<file path="config.mk">
export PLATFORM = sky130hd
export DESIGN_NAME = multi_channel_slew_limiter_top
export DESIGN_NICKNAME = d
export VERILOG_FILES = /design/src/hdl/mcsl_pkg.sv /design/src/hdl/mcsl_cell.sv /design/src/hdl/multi_channel_slew_limiter_top.sv
export SDC_FILE = /design/constraint.sdc
export NUM_CORES = 1
export LEC_CHECK = 0
export BUFFER_PORTS_ARGS = -buffer_cell sky130_fd_sc_hd__buf_2
export CAP_MARGIN = 20
export CELL_PAD_IN_SITES_DETAIL_PLACEMENT = 1
export CELL_PAD_IN_SITES_GLOBAL_PLACEMENT = 1
export CORE_MARGIN = 4
export CORE_UTILIZATION = 31
export CTS_BUF_LIST = sky130_fd_sc_hd__clkbuf_16
export DETAILED_ROUTE_END_ITERATION = 16
export PLACE_DENSITY_LB_ADDON = 0.1
export SKIP_CTS_REPAIR_TIMING = 1
export SLEW_MARGIN = 20
export SYNTH_ARGS = -nofsm -noshare
export SYNTH_HDL_FRONTEND = slang
export SYNTH_HIERARCHICAL = 1
export SYNTH_SLANG_ARGS = --single-unit
</file>
<file path="constraint.sdc">
create_clock -name clk_i -period 10.5 [get_ports clk_i]
set_input_delay 0 -clock clk_i [delete_from_list [all_inputs] [get_ports clk_i]]
set_output_delay 0 -clock clk_i [all_outputs]
set_load 0.05 [all_outputs]
</file>
<file path="src/hdl/mcsl_pkg.sv">
`timescale 1ns / 1ps
// ----------------------------------------------------------------------------
// mcsl_pkg
// Types, constants and helpers shared by the multi-channel slew limiter.
// ----------------------------------------------------------------------------
package mcsl_pkg;

  localparam int unsigned NUM_CHANNELS_DEF = 10;
  localparam int unsigned CHAN_W           = 4;
  localparam int unsigned SPEED_W          = 8;
  localparam int unsigned RATE_W           = 8;
  localparam int unsigned REQ_W            = 16;

  localparam logic signed [SPEED_W-1:0] SPEED_MAX  = 8'sd127;
  localparam logic signed [SPEED_W-1:0] SPEED_MIN  = -8'sd127;
  localparam logic        [RATE_W-1:0]  RESET_RATE = 8'd10;

  typedef enum logic [1:0] {
    KIND_TICK   = 2'd0,
    KIND_TARGET = 2'd1,
    KIND_RATE   = 2'd2,
    KIND_KILL   = 2'd3
  } kind_e;

  // Broadcast from the sequencer to every cell.
  typedef struct packed {
    logic                      kill;
    logic                      wr_tgt;
    logic                      imm;
    logic                      wr_rate;
    logic [CHAN_W-1:0]         chan;
    logic signed [SPEED_W-1:0] speed;
    logic [RATE_W-1:0]         rate;
  } cmd_t;

  // One drive write travelling down the result chain.
  typedef struct packed {
    logic                      valid;
    logic [CHAN_W-1:0]         port;
    logic signed [SPEED_W-1:0] speed;
    logic                      last;
  } res_t;

  function automatic logic signed [SPEED_W-1:0] clamp_speed(
    input logic signed [REQ_W-1:0] req
  );
    logic signed [SPEED_W-1:0] s;
    if (req > REQ_W'(SPEED_MAX)) begin
      s = SPEED_MAX;
    end else if (req < REQ_W'(SPEED_MIN)) begin
      s = SPEED_MIN;
    end else begin
      s = req[SPEED_W-1:0];
    end
    return s;
  endfunction

endpackage

</file>
<file path="src/hdl/mcsl_cell.sv">
`timescale 1ns / 1ps
// ----------------------------------------------------------------------------
// mcsl_cell
// One channel of the limiter: holds current speed, target and step rate, and
// performs the slew step or the kill when the walk token reaches it.
// ----------------------------------------------------------------------------
module mcsl_cell
  import mcsl_pkg::*;
#(
  parameter int unsigned CH_IDX = 0
) (
  input  logic clk_i,
  input  logic rst_ni,
  input  cmd_t cmd_i,
  input  logic tok_i,
  output logic tok_o,
  input  logic later_i,
  output logic later_o,
  input  res_t res_i,
  output res_t res_o
);

  localparam logic [CHAN_W-1:0] Idx = CHAN_W'(CH_IDX);

  logic signed [SPEED_W-1:0] cur_q, cur_d, tgt_q, tgt_d;
  logic [RATE_W-1:0]         rate_q, rate_d;
  logic                      tok_q;

  logic                      hit;
  logic                      pending;
  logic signed [SPEED_W:0]   diff;
  logic [SPEED_W-1:0]        gap;
  logic signed [SPEED_W+1:0] up, dn;
  logic signed [SPEED_W-1:0] moved;
  logic signed [SPEED_W-1:0] new_speed;

  assign hit     = (cmd_i.chan == Idx);
  assign pending = cmd_i.kill || (cur_q != tgt_q);
  assign later_o = later_i || pending;
  assign tok_o   = tok_q;

  // The gap between two clamped speeds never exceeds 254, so 8 bits hold it.
  assign diff = (SPEED_W+1)'(tgt_q) - (SPEED_W+1)'(cur_q);
  assign gap  = diff[SPEED_W] ? SPEED_W'(-diff) : diff[SPEED_W-1:0];
  assign up   = (SPEED_W+2)'(cur_q) + (SPEED_W+2)'({2'b00, rate_q});
  assign dn   = (SPEED_W+2)'(cur_q) - (SPEED_W+2)'({2'b00, rate_q});

  always_comb begin
    if (gap > rate_q) begin
      moved = diff[SPEED_W] ? dn[SPEED_W-1:0] : up[SPEED_W-1:0];
    end else begin
      moved = tgt_q;
    end
    new_speed = cmd_i.kill ? '0 : moved;
  end

  always_comb begin
    cur_d  = cur_q;
    tgt_d  = tgt_q;
    rate_d = rate_q;
    if (tok_q) begin
      cur_d = new_speed;
      if (cmd_i.kill) begin
        tgt_d = '0;
      end
    end else begin
      if (cmd_i.wr_tgt && hit) begin
        tgt_d = cmd_i.speed;
        if (cmd_i.imm) begin
          cur_d = cmd_i.speed;
        end
      end
      if (cmd_i.wr_rate && hit) begin
        rate_d = cmd_i.rate;
      end
    end
  end

  // The cell holding the token drives the chain when its channel is pending; others pass it along.
  always_comb begin
    if (tok_q && pending) begin
      res_o.valid = 1'b1;
      res_o.port  = Idx + CHAN_W'(1);
      res_o.speed = new_speed;
      res_o.last  = !later_i;
    end else begin
      res_o = res_i;
    end
  end

  always_ff @(posedge clk_i or negedge rst_ni) begin
    if (!rst_ni) begin
      cur_q  <= '0;
      tgt_q  <= '0;
      rate_q <= RESET_RATE;
      tok_q  <= 1'b0;
    end else begin
      cur_q  <= cur_d;
      tgt_q  <= tgt_d;
      rate_q <= rate_d;
      tok_q  <= tok_i;
    end
  end

endmodule

</file>
<file path="src/hdl/multi_channel_slew_limiter_top.sv">
`timescale 1ns / 1ps
// ----------------------------------------------------------------------------
// multi_channel_slew_limiter_top
// Slew-rate limiter for a row of motor channels, one cell per channel.
// ----------------------------------------------------------------------------
// Channel  Direction  Handshake            Fields
// command  in         start, busy          kind, channel, speed_request,
//                                          immediate, rate
// drive    out        strobe_o (no stall)  motor_port, drive_speed, last
//
// Set target and set rate leave busy low, so the next word may follow in the
// next cycle. An immediate write appears in the cycle after it is accepted.
// Tick and kill pass a token down the cell row, one cell per cycle, and busy
// stays high while a cell holds it; each write appears in the cycle after
// its cell is visited. Reset restores all cells at once, no clearing pass.
// ----------------------------------------------------------------------------
module multi_channel_slew_limiter_top
  import mcsl_pkg::*;
#(
  parameter int unsigned NUM_CHANNELS = NUM_CHANNELS_DEF
) (
  input  logic                      clk_i,
  input  logic                      rst_ni,
  input  logic                      start,
  output logic                      busy,
  input  logic [1:0]                kind_i,
  input  logic [CHAN_W-1:0]         channel_i,
  input  logic signed [REQ_W-1:0]   speed_request_i,
  input  logic                      immediate_i,
  input  logic [RATE_W-1:0]         rate_i,
  output logic                      strobe_o,
  output logic [CHAN_W-1:0]         motor_port_o,
  output logic signed [SPEED_W-1:0] drive_speed_o,
  output logic                      last_o
);

  logic                      accept;
  kind_e                     kind;
  logic                      walk_start;
  logic                      chan_ok;
  logic                      imm_hit;
  logic signed [SPEED_W-1:0] clamped;
  logic                      kill_q, kill_d;
  cmd_t                      cmd;
  res_t                      res_q, res_d;

  logic [NUM_CHANNELS-1:0]   tok;
  logic [NUM_CHANNELS-1:0]   later;
  res_t                      chain [NUM_CHANNELS+1];

  assign kind       = kind_e'(kind_i);
  assign accept     = start && !busy;
  assign busy       = |tok;
  assign walk_start = accept && (kind == KIND_TICK || kind == KIND_KILL);
  assign chan_ok    = ({1'b0, channel_i} < (CHAN_W+1)'(NUM_CHANNELS));
  assign clamped    = clamp_speed(speed_request_i);
  assign imm_hit    = accept && (kind == KIND_TARGET) && immediate_i && chan_ok;
  assign kill_d     = walk_start ? (kind == KIND_KILL) : kill_q;

  always_comb begin
    cmd.kill    = kill_q;
    cmd.wr_tgt  = accept && (kind == KIND_TARGET);
    cmd.imm     = immediate_i;
    cmd.wr_rate = accept && (kind == KIND_RATE);
    cmd.chan    = channel_i;
    cmd.speed   = clamped;
    cmd.rate    = rate_i;
  end

  assign chain[0] = '0;

  for (genvar i = 0; i < NUM_CHANNELS; i++) begin : g_cell
    logic tok_in;
    logic later_in;
    if (i == 0) begin : g_head
      assign tok_in = walk_start;
    end else begin : g_body
      assign tok_in = tok[i-1];
    end
    if (i == NUM_CHANNELS - 1) begin : g_tail
      assign later_in = 1'b0;
    end else begin : g_inner
      assign later_in = later[i+1];
    end
    mcsl_cell #(
      .CH_IDX(i)
    ) u_cell (
      .clk_i  (clk_i),
      .rst_ni (rst_ni),
      .cmd_i  (cmd),
      .tok_i  (tok_in),
      .tok_o  (tok[i]),
      .later_i(later_in),
      .later_o(later[i]),
      .res_i  (chain[i]),
      .res_o  (chain[i+1])
    );
  end

  always_comb begin
    if (imm_hit) begin
      res_d.valid = 1'b1;
      res_d.port  = channel_i + CHAN_W'(1);
      res_d.speed = clamped;
      res_d.last  = 1'b1;
    end else begin
      res_d = chain[NUM_CHANNELS];
    end
  end

  always_ff @(posedge clk_i or negedge rst_ni) begin
    if (!rst_ni) begin
      res_q  <= '0;
      kill_q <= 1'b0;
    end else begin
      res_q  <= res_d;
      kill_q <= kill_d;
    end
  end

  assign strobe_o      = res_q.valid;
  assign motor_port_o  = res_q.port;
  assign drive_speed_o = res_q.speed;
  assign last_o        = res_q.last;

`ifndef ASSERT_OFF
  // At most one cell holds the walk token.
  a_tok_onehot : assert property (@(posedge clk_i) disable iff (!rst_ni)
    $onehot0(tok))
    else $error("walk token held by more than one cell");

  // A tick or kill must start a walk.
  a_walk_starts : assert property (@(posedge clk_i) disable iff (!rst_ni)
    walk_start |=> busy)
    else $error("walk did not start");

  // A non-final write means the walk still has cells to visit.
  a_more_follow : assert property (@(posedge clk_i) disable iff (!rst_ni)
    (strobe_o && !last_o) |-> busy)
    else $error("write without last after the walk ended");

  // A kill walk writes every channel, so the first cell always reports.
  a_kill_writes : assert property (@(posedge clk_i) disable iff (!rst_ni)
    (tok[0] && kill_q) |=> (strobe_o && drive_speed_o == '0))
    else $error("kill walk missed a write");

  // Drive speeds stay inside the clamped range.
  a_speed_range : assert property (@(posedge clk_i) disable iff (!rst_ni)
    strobe_o |-> (drive_speed_o != -8'sd128))
    else $error("drive speed out of range");
`endif

endmodule
</file>
; Word level (Yosys, flattened, before mapping)
; Cells that the tools add are included.
[op_classes]
n_addsub = 41
magnitude_cmp = 13
n_eq_ne = 32
n_mux = 95
bitwise_logic = 10
reduce_logical = 118
[op_table]
columns = op, count
row1 = $mux W8, 84
row2 = $mux W14, 11
row3 = $sub A8 B8 Y9, 10
row4 = $add A8 B8 Y8, 10
row5 = $gt A8 B8 Y1, 10
row6 = $ne A8 B8 Y1, 10
row7 = $neg A8 Y8, 10
row8 = $sub A8 B8 Y8, 10
row9 = $reduce_and A2 Y1, 30
row10 = $reduce_bool A2 Y1, 20
row11 = $logic_and A1 B1 Y1, 36
row12 = $ne A2 B2 Y1 const B, 10
row13 = $logic_or A1 B1 Y1, 19
row14 = $eq A4 B3 Y1 const B, 4
row15 = $gt A16 B8 Y1 const B, 1
row16 = $lt A16 B8 Y1 const B, 1
row17 = $logic_not A1 Y1, 10
row18 = $not A1 Y1, 10
row19 = $reduce_or A10 Y1, 1
row20 = $eq A4 B2 Y1 const B, 2
row21 = $eq A4 B4 Y1 const B, 2
row22 = $add A4 B1 Y4 const B, 1
row23 = $eq A2 B2 Y1 const B, 2
row24 = $eq A4 B1 Y1 const B, 1
row25 = 4 further kinds, 4
[word_totals]
ff_bits = 265
in_bits = 34
out_inout_bits = 15
wordCells = 354

; Longest topological paths before layout
; Gate-level depths: netlist of run 1.
[logic_depth]
ltp_word = 22
ltp_mapped = 37
mapped_depth_nobuf = 36

; Cells and area by module
; The synthesis of run 1 kept the hierarchy.
[modules_own_cells]
columns = module, n_inst, cells_each, area_each_um2, seq_area_each_um2
row1 = mcsl_cell at g_cell[3].u_cell ..., 4, 300, 2533.7, 628.1
row2 = mcsl_cell at g_cell[1].u_cell ..., 2, 300, 2532.4, 628.1
row3 = mcsl_cell at g_cell[0].u_cell, 1, 312, 2775.2, 628.1
row4 = mcsl_cell at g_cell[4].u_cell, 1, 312, 2772.7, 628.1
row5 = mcsl_cell at g_cell[8].u_cell, 1, 313, 2761.4, 628.1
row6 = mcsl_cell at g_cell[7].u_cell, 1, 307, 2521.2, 628.1
row7 = multi_channel_slew_limiter_top, 1, 87, 928.4, 375.4

; Worst setup path after synthesis of run 1
; No wires, ideal clock.
[synth_timing]
path_kind = reg2reg
startpoint = register g_cell[0].u_cell.cur_q[0]
endpoint = register res_q (netlist bit drive_speed_o[7])
setup_ns = 0.125
t_arrival_ns = 5.672
required_time_ns = 10.375
setup_slack_ns = 4.703
path_stages_with_launch = 36
path_buffers = 1
period_less_slack_ns = 5.797
cell_sequence = dfrtp_1 ha_1 fa_1 nor2b_1 o22ai_2 xnor2_1 a2111oi_4 a311oi_1 a211oi_2 ha_1 nand4_1 nor2_1 nor2_1 o21a_1 buf_2 nor2_1 o41ai_2 a22oi_1 o21ai_1 a22oi_1 o21ai_1 a22oi_1 o21ai_1 a32oi_1 o41ai_2 a22oi_1 o21ai_1 a22oi_1 o21ai_1 a22oi_1 o21ai_1 a32oi_1 o41ai_1 a22oi_1 o21ai_1 mux2_4
[synth_rtl]
columns = element, line
row1 = from (decl), mcsl_cell.sv:25  ; logic signed [SPEED_W-1:0] cur_q, cur_d, tgt_q, tgt_d;
row2 = from (signal assigned), mcsl_cell.sv:98  ; cur_q <= cur_d;
row3 = to (signal assigned), multi_channel_slew_limiter_top.sv:116  ; res_q <= res_d;
row4 = to (decl), multi_channel_slew_limiter_top.sv:45  ; res_t res_q, res_d;

==> results.toml, run 1 <==
[routing]
post-route-drc-count = 0
vias_per_cell = 5.50
first_iter_violations = 1283
drtPass1Iterations = 7
vias = 23900
wl_mm = 102
drtAntennaViolNets = 0
wl_per_cell_um = 23.5

[die]
die_y_um = 303
start_util_pct = 31.5
core_area_um2 = 85700
io_pins = 49
rows = 107
dieArea_um2 = 91700
fp.dieW_um = 303

[status]
status = "finished with violations"
violations = "negative hold slack"

[cells_and_area]
syn2layout_area_growth_pct = 10.9
n_fill_cell = 10100
drive_gt1_share_pct = 10.6
stdcell_area_um2 = 29900
nets = 3480

[placed_design]
place_hpwl_mm = 76.3
postPlaceCellArea_um2 = 28500
post-place-ws_ns = 3.37
portBuffers = 48
gp_congestion = 0.864

[clock_network]
htreeDepth = 2
ctsRootBufferMaster = "clkbuf_16"
clk_pin_slew_worst_paths_ns = 0.06
cts_buffer_depth = 3
clock-sinks = 265
clk_latency_ns = 0.57
cts_buffers = 38
cts_tree = "yes"

[grt]
grt_max_degree = 93
grtUsageTotal_pct = 22.0
grt_pass1_wl_mm = 156
first_global_vias = 25000
overflow = 0
antenna_found_initial = 4

[worst_setup_path]
cp.depth = 34
end_kind = "register"
r2r.worst_path.cells = 34
cp.buffers_inverters = 0
start_kind = "register"
r2r-start = "g_cell[0].u_cell/cur_q[0]$_DFFE_PN0P_"
path_class = "reg2reg"
r2r-end = "drive_speed_o[7]$_DFF_PN0_"
cp.required_ns = 10.95
r2r_slack_ns = 3.30
crit_start = "g_cell[0].u_cell/cur_q[0]$_DFFE_PN0P_"
crit_path_end = "drive_speed_o[7]$_DFF_PN0_"
crit_arrival_ns = 7.65
crit_slowest_cell = "fa_1"
cp_slowest_stage_delay_ns = 0.42
crit_family = "compound AO/OA/AOI/OAI gates"
crit_fanout = 15

[yosys]
synth.avg_cell_area_um2 = 8.61
synthCells = 3130
synth_area_um2 = 27000
ys_warn_count = 6

[timing]
skew_ns = 0.0289
rsz0062_at_grt = "no"
fmax_mhz = 139
whs_ns = -0.00589
slew_headroom_pct = 30.3
period_needed_ns = 7.20
worstMarginPinSlew_ns = 1.04
drv_slew = 0
min_period_over_period_pct = 68.5
finalWorstSetupSlack_ns = 3.30
tns_ns = 0
setup_viol = 0
finalHoldViolCount = 1

[worst_hold_path]
hp-class = "in2async"

[job]
drv_cap = 0
[area by class of cell]
type                    count  area, µm²  area share [%]
diodes                      2       5.00          0.0167
inverters                 258        968            3.24
flip-flops and latches    265       6660            22.3
well taps                1144       1430            4.79
repair buffers             86        558            1.87
clock inverters            31        292           0.975
multi-input cells        2523      19000            63.6
clock buffers              39        976            3.27
[layer usage]
| layer | wire length [µm] | vias to the layer above | GRT usage (%) | part of all wire, % |
|---|---|---|---|---|
| met5 | 0 | - | 0 | 0 |
| met4 | 1800 | 0 | 4.20 | 1.8 |
| met3 | 2650 | 79 | 2.10 | 2.6 |
| met2 | 49500 | 300 | 38.4 | 49 |
| met1 | 48000 | 12100 | 29.6 | 47 |
| li1 | - | 11400 | - | - |
[worst register-to-register path, delay by kind of cell, from the launching register on]
family,cells,cell delay (ns)
AND/OR/NAND/NOR,5,0.93
AO/OA/AOI/OAI,23,4.00
XOR/XNOR,1,0.23
flip-flops,1,0.40
adder cells (fa/ha/maj),3,0.97
multiplexers,2,0.56
[worst min-delay path by stage]
stage                    from                                     to  slack (ns)  cells past startpoint
CTS                    rst_ni  g_cell[0].u_cell/tgt_q[1]$_DFFE_PN0P_       -0.53                      1
detailed placement     rst_ni  g_cell[0].u_cell/tgt_q[1]$_DFFE_PN0P_        0.06                      1
global route        kind_i[0]       g_cell[0].u_cell/tok_o$_DFF_PN0_        0.02                      5
global placement       rst_ni  g_cell[0].u_cell/tgt_q[1]$_DFFE_PN0P_        0.05                      1
floorplan              rst_ni             drive_speed_o[0]$_DFF_PN0_       -0.30                      0
finish                 rst_ni  g_cell[0].u_cell/tgt_q[1]$_DFFE_PN0P_      -0.006                      2
[sequential cells by signal, indices dropped and copies added, names as in the netlist]
register and flops:
last_o 1, g_cell.u_cell/tgt_q 80, g_cell.u_cell/rate_q 80, kill_q 1, motor_port_o 4, g_cell.u_cell/tok_o 10
g_cell.u_cell/cur_q 80, strobe_o 1, drive_speed_o 8
[metrics by stage]
step / util [%] / hold slack [ns] / instances
after floorplan: - / -0.296 / 3145
after detailed placement: 33.3 / 0.0618 / 4267
after CTS: 34.8 / -0.532 / 4337
after global routing: 34.9 / 0.0243 / 4346
after global placement: 33.3 / 0.0527 / 4267
final: 34.9 / -0.00589 / 4348
[cell usage in the layout, fill, tap and decap left out, drive strengths merged, types with 12 or more instances in the layout]
cell type,n
a211oi,17
a21o,34
a21oi,132
a221o,13
a22oi,17
a31oi,20
a41oi,13
and2,30
buf,77
clkbuf,39
clkinv,14
conb,16
dfrtp,245
dfstp,20
fa,20
ha,254
inv,266
mux2,108
mux2i,163
nand2,297
nand2b,112
nand3,56
nand3b,13
nand4,36
nor2,168
nor2b,44
nor3,57
nor3b,49
nor4,12
o211ai,30
o21a,38
o21ai,226
o22ai,20
o31a,13
o31ai,108
o41ai,12
or2,43
or3,17
xnor2,158
xor2,48
Power of run 1 is left out: the tool's default activity adds up to more than one toggle a clock period on the data nets, which glitch-free logic cannot reach.
==> inputs of run 2 (changes only) <==
- ABC_AREA: default -> 1
- clock period: 10.5 -> 6.8 ns (I/O delays scaled with it)
==> results.toml, run 2 <==
[status]
status = "finished with violations"
violations = "negative hold slack"

[placed_design]
portBuffers = 48
postPlaceCellArea_um2 = 27100
place_hpwl_mm = 72.2
gp_congestion = 0.802

[worst_setup_path]
crit_arrival_ns = 6.37
crit_slowest_cell = "dfrtp_1"
path_class = "reg2reg"
cp_slowest_stage_delay_ns = 0.38
cp.required_ns = 7.28
crit_top_cell = "nand2_1"
start_kind = "register"
crit_fanout = 9
end_kind = "register"

[timing]
tns_ns = 0
min_period_over_period_pct = 86.6
drv_slew = 0
finalHoldViolCount = 2
skew_ns = 0.0223
worstMarginPinSlew_ns = 0.972
slew_headroom_pct = 35.2
period_needed_ns = 5.89
rsz0062_at_grt = "no"
setup_viol = 0
fmax_mhz = 170
whs_ns = -0.0118

[routing]
wl_mm = 95.5
drtPass1Iterations = 5
vias = 24200
wl_per_cell_um = 19.4
post-route-drc-count = 0
first_iter_violations = 1253
drtAntennaViolNets = 0
vias_per_cell = 4.92

[cells_and_area]
syn2layout_area_growth_pct = 10.9
drive_gt1_share_pct = 7.71
reg_top3 = "g_cell.u_cell/cur_q: 80 flops, g_cell.u_cell/rate_q: 80 flops, g_cell.u_cell/tgt_q: 80 flops"
post-route-util_pct = 34.7
nets = 4129
layout_common_cells = "nand2_1, inv_1, nand3_1, nor2_1, o21ai_0"
stdcell_area_um2 = 28400
diodes = 0
final_common_cell = "nand2_1"

[die]
fp.dieW_um = 296
start_util_pct = 31.3
io_pins = 49
core_area_um2 = 82000
die_y_um = 296
rows = 105
dieArea_um2 = 87300

[clock_network]
cts_buffer_depth = 3
cts_tree = "yes"
clk_pin_slew_worst_paths_ns = 0.06
htreeDepth = 2
clock-sinks = 265
ctsRootBufferMaster = "clkbuf_16"
clk_latency_ns = 0.58
cts_buffers = 40

[yosys]
ys_warn_count = 6
synthCells = 3747
synth_area_um2 = 25600
synth.avg_cell_area_um2 = 6.84

[grt]
grt_max_degree = 133
first_global_vias = 24700
overflow = 0
grtUsageTotal_pct = 21.9
antenna_found_initial = 8
grt_pass1_wl_mm = 148

[worst_hold_path]
hp-class = "in2async"

[job]
drv_cap = 0
-- run 2: path summary, 6_finish.rpt --
kind | start | endpoint | slack, ns | cells after the start
worst max-delay path | g_cell[0].u_cell/cur_q[0]$_DFFE_PN0P_ | drive_speed_o[1]$_DFF_PN0_ | 0.91 | 41
worst min-delay path | rst_ni | g_cell[0].u_cell/tgt_q[1]$_DFFE_PN0P_ | -0.01 | 2
worst max register to register | g_cell[0].u_cell/cur_q[0]$_DFFE_PN0P_ | drive_speed_o[1]$_DFF_PN0_ | 0.91 | 41
worst min register to register | g_cell[8].u_cell/cur_q[5]$_DFFE_PN0P_ | g_cell[8].u_cell/cur_q[5]$_DFFE_PN0P_ | 0.53 | 2
max in group asynchronous | rst_ni | kill_q$_DFFE_PN0P_ | 5.27 | 3
min in group clk_i | kind_i[1] | kill_q$_DFFE_PN0P_ | 0.03 | 4
-- run 2: worst max-delay path, delay by kind of cell (launching register included) --
kind | cells | cell delay [ns]
and+or+nand+nor | 20 | 2.05
AOI/OAI and AO/OA | 13 | 1.70
adders and majority gates | 3 | 0.90
xor gates and xnor gates | 2 | 0.41
DFF | 1 | 0.38
buffers and inverters | 3 | 0.37
-- run 2: cell type report --
class / count / area (µm²)
Clock inverter: 32 / 173
Multi-Input combinational cell: 2838 / 16500
Timing Repair Buffer: 73 / 475
Tap cell: 1070 / 1340
Sequential cell: 265 / 6660
Inverter: 603 / 2260
Clock buffer: 41 / 1030
Fill cell: 10500 / 53600
-- run 2: through the flow --
stage               hold slack, ns  worst slack, ns  std cells
finish                     -0.0118            0.911       4922
global route               0.00673           0.0298       4922
CTS                         -0.562            0.837       4912
detailed placement          0.0456            0.884       4839
global placement            0.0403             1.00       4839
floorplan                   -0.296             1.88       3762
-- run 2: metal layers --
metal	GRT usage, %	part of all wire (%)
met5	0	0
met4	3.79	1.6
met3	2.73	3.5
met2	36.2	45
met1	31.1	50
Power of run 2 is left out for the same reason.
==> inputs of run 3 (changes only) <==
- ABC_AREA: 1 -> default
- PLACE_DENSITY: default -> 0.59
- PLACE_DENSITY_LB_ADDON: 0.1 -> default
==> results.toml, run 3 (same netlist as run 1, synthesis figures left out) <==
[clock_network]
htreeDepth = 2
cts_tree = "yes"
ctsRootBufferMaster = "clkbuf_16"
clock-sinks = 265
clk_latency_ns = 0.57
cts_buffers = 38
cts_buffer_depth = 3
clk_pin_slew_worst_paths_ns = 0.06

[cells_and_area]
ff_latch_area_um2 = 6660
n_fill_cell = 10100
syn2layout_area_growth_pct = 12.2
multi_input_area_um2 = 19200
drive_gt1_share_pct = 12.4
layout_common_cells = "nand2_1, inv_1, ha_1, dfrtp_1, o21ai_0"
reg_top3 = "g_cell.u_cell/cur_q: 80 flops, g_cell.u_cell/rate_q: 80 flops, g_cell.u_cell/tgt_q: 80 flops"
final_common_cell = "nand2_1"
nets = 3513

[grt]
grtUsageTotal_pct = 20.6
first_global_vias = 23900
overflow = 0
antenna_found_initial = 6
grt_max_degree = 89
grt_pass1_wl_mm = 147

[worst_setup_path]
crit_start = "g_cell[0].u_cell/tgt_q[0]$_DFFE_PN0P_"
path_class = "reg2reg"
cp_slowest_stage_delay_ns = 0.41
r2r-start = "g_cell[0].u_cell/tgt_q[0]$_DFFE_PN0P_"
end_kind = "register"
cp.required_ns = 7.25
crit_slowest_cell = "fa_2"
crit_fanout = 4
crit_top_cell = "a22oi_1"
r2r.worst_path.cells = 35
crit_arrival_ns = 6.96
start_kind = "register"

[timing]
whs_ns = 0.0384
worstMarginPinSlew_ns = 1.04
period_needed_ns = 6.51
min_period_over_period_pct = 95.7
fmax_mhz = 154
rsz0062_at_grt = "yes"
skew_ns = 0.0299
finalHoldViolCount = 0
drv_slew = 0
setup_viol = 0
slew_headroom_pct = 30.7

[worst_hold_path]
hold_start = "rate_i[3]"
hp-class = "in2reg"
holdPathStages = 3

[routing]
vias_per_cell = 5.35
wl_per_cell_um = 21.7
wl_mm = 95.2
first_iter_violations = 1295
drtAntennaViolNets = 0
drtPass1Iterations = 5
vias = 23400
post-route-drc-count = 0

[die]
rows = 107
dieArea_um2 = 91700
core_area_um2 = 85700
fp.dieW_um = 303
start_util_pct = 31.5
io_pins = 49
die_y_um = 303

[status]
status = "finished clean"

[placed_design]
portBuffers = 48
gp_congestion = 0.798
place_hpwl_mm = 70.7

[job]
drv_cap = 0
[run 3: cell types whose count changed in the layout (fill, tap and decap cells not counted), sizes merged, moves of 65 or more]
cell,before,now
a21oi,236,132
inv,607,266
mux2,0,108
mux2i,3,163
nand2,902,297
nand2b,0,112
nand3,371,56
nor2,303,168
o31ai,10,108
xnor2,78,158
xor2,113,48
[run 3: metal layers]
layer | GRT usage (%) | up-vias | part of all wire, %
met5 | 0 | - | 0
met4 | 3.71 | 0 | 1.5
met3 | 2.23 | 68 | 3.6
met2 | 34.2 | 309 | 46
met1 | 29.2 | 11600 | 48
li1 | - | 11500 | -
[run 3: final cells by class]
type	count	share of cell area, %
well taps	1144	4.73
clock inverters	30	0.583
multi-input cells	2523	63.5
repair buffers	119	2.69
diodes	2	0.0165
clock buffers	39	3.23
inverters	258	3.20
flip-flops and latches	265	22.0
[run 3: path summary, 6_finish.rpt]
kind / end / slack [ns]
max: drive_speed_o[7]$_DFF_PN0_ / 0.29
min: g_cell[7].u_cell/rate_q[3]$_DFFE_PN1P_ / 0.04
max reg2reg: drive_speed_o[7]$_DFF_PN0_ / 0.29
min reg2reg: g_cell[9].u_cell/tgt_q[0]$_DFFE_PN0P_ / 0.51
max in group asynchronous: g_cell[5].u_cell/tgt_q[7]$_DFFE_PN0P_ / 5.21
min in group asynchronous: g_cell[5].u_cell/rate_q[4]$_DFFE_PN0P_ / 0.11
[run 3: metrics by stage]
stage          cell area [µm²]  instances  worst slack (ns)  setup TNS (ns)  utilization [%]
2_1_floorplan            27000       3145              1.00               0                -
3_3_place_gp             28800       4299            0.0613               0             33.6
3_5_place_dp             28800       4299           -0.0737         -0.0930             33.6
4_1_cts                  29900       4368           -0.0835          -0.115             34.9
5_1_grt                  30200       4378            -0.128          -0.298             35.3
6_report                 30200       4380             0.293               0             35.3
[run 3: critical path, delay by kind of cell (launching register included)]
kind / cells / cell delay, ns
buffers and inverters: 1 / 0.05
muxes: 1 / 0.27
xor gates and xnor gates: 1 / 0.16
and+or+nand+nor: 4 / 0.57
DFF: 1 / 0.35
adders and majority gates: 3 / 0.88
AOI/OAI and AO/OA: 25 / 4.15
Power of run 3 is left out for the same reason.
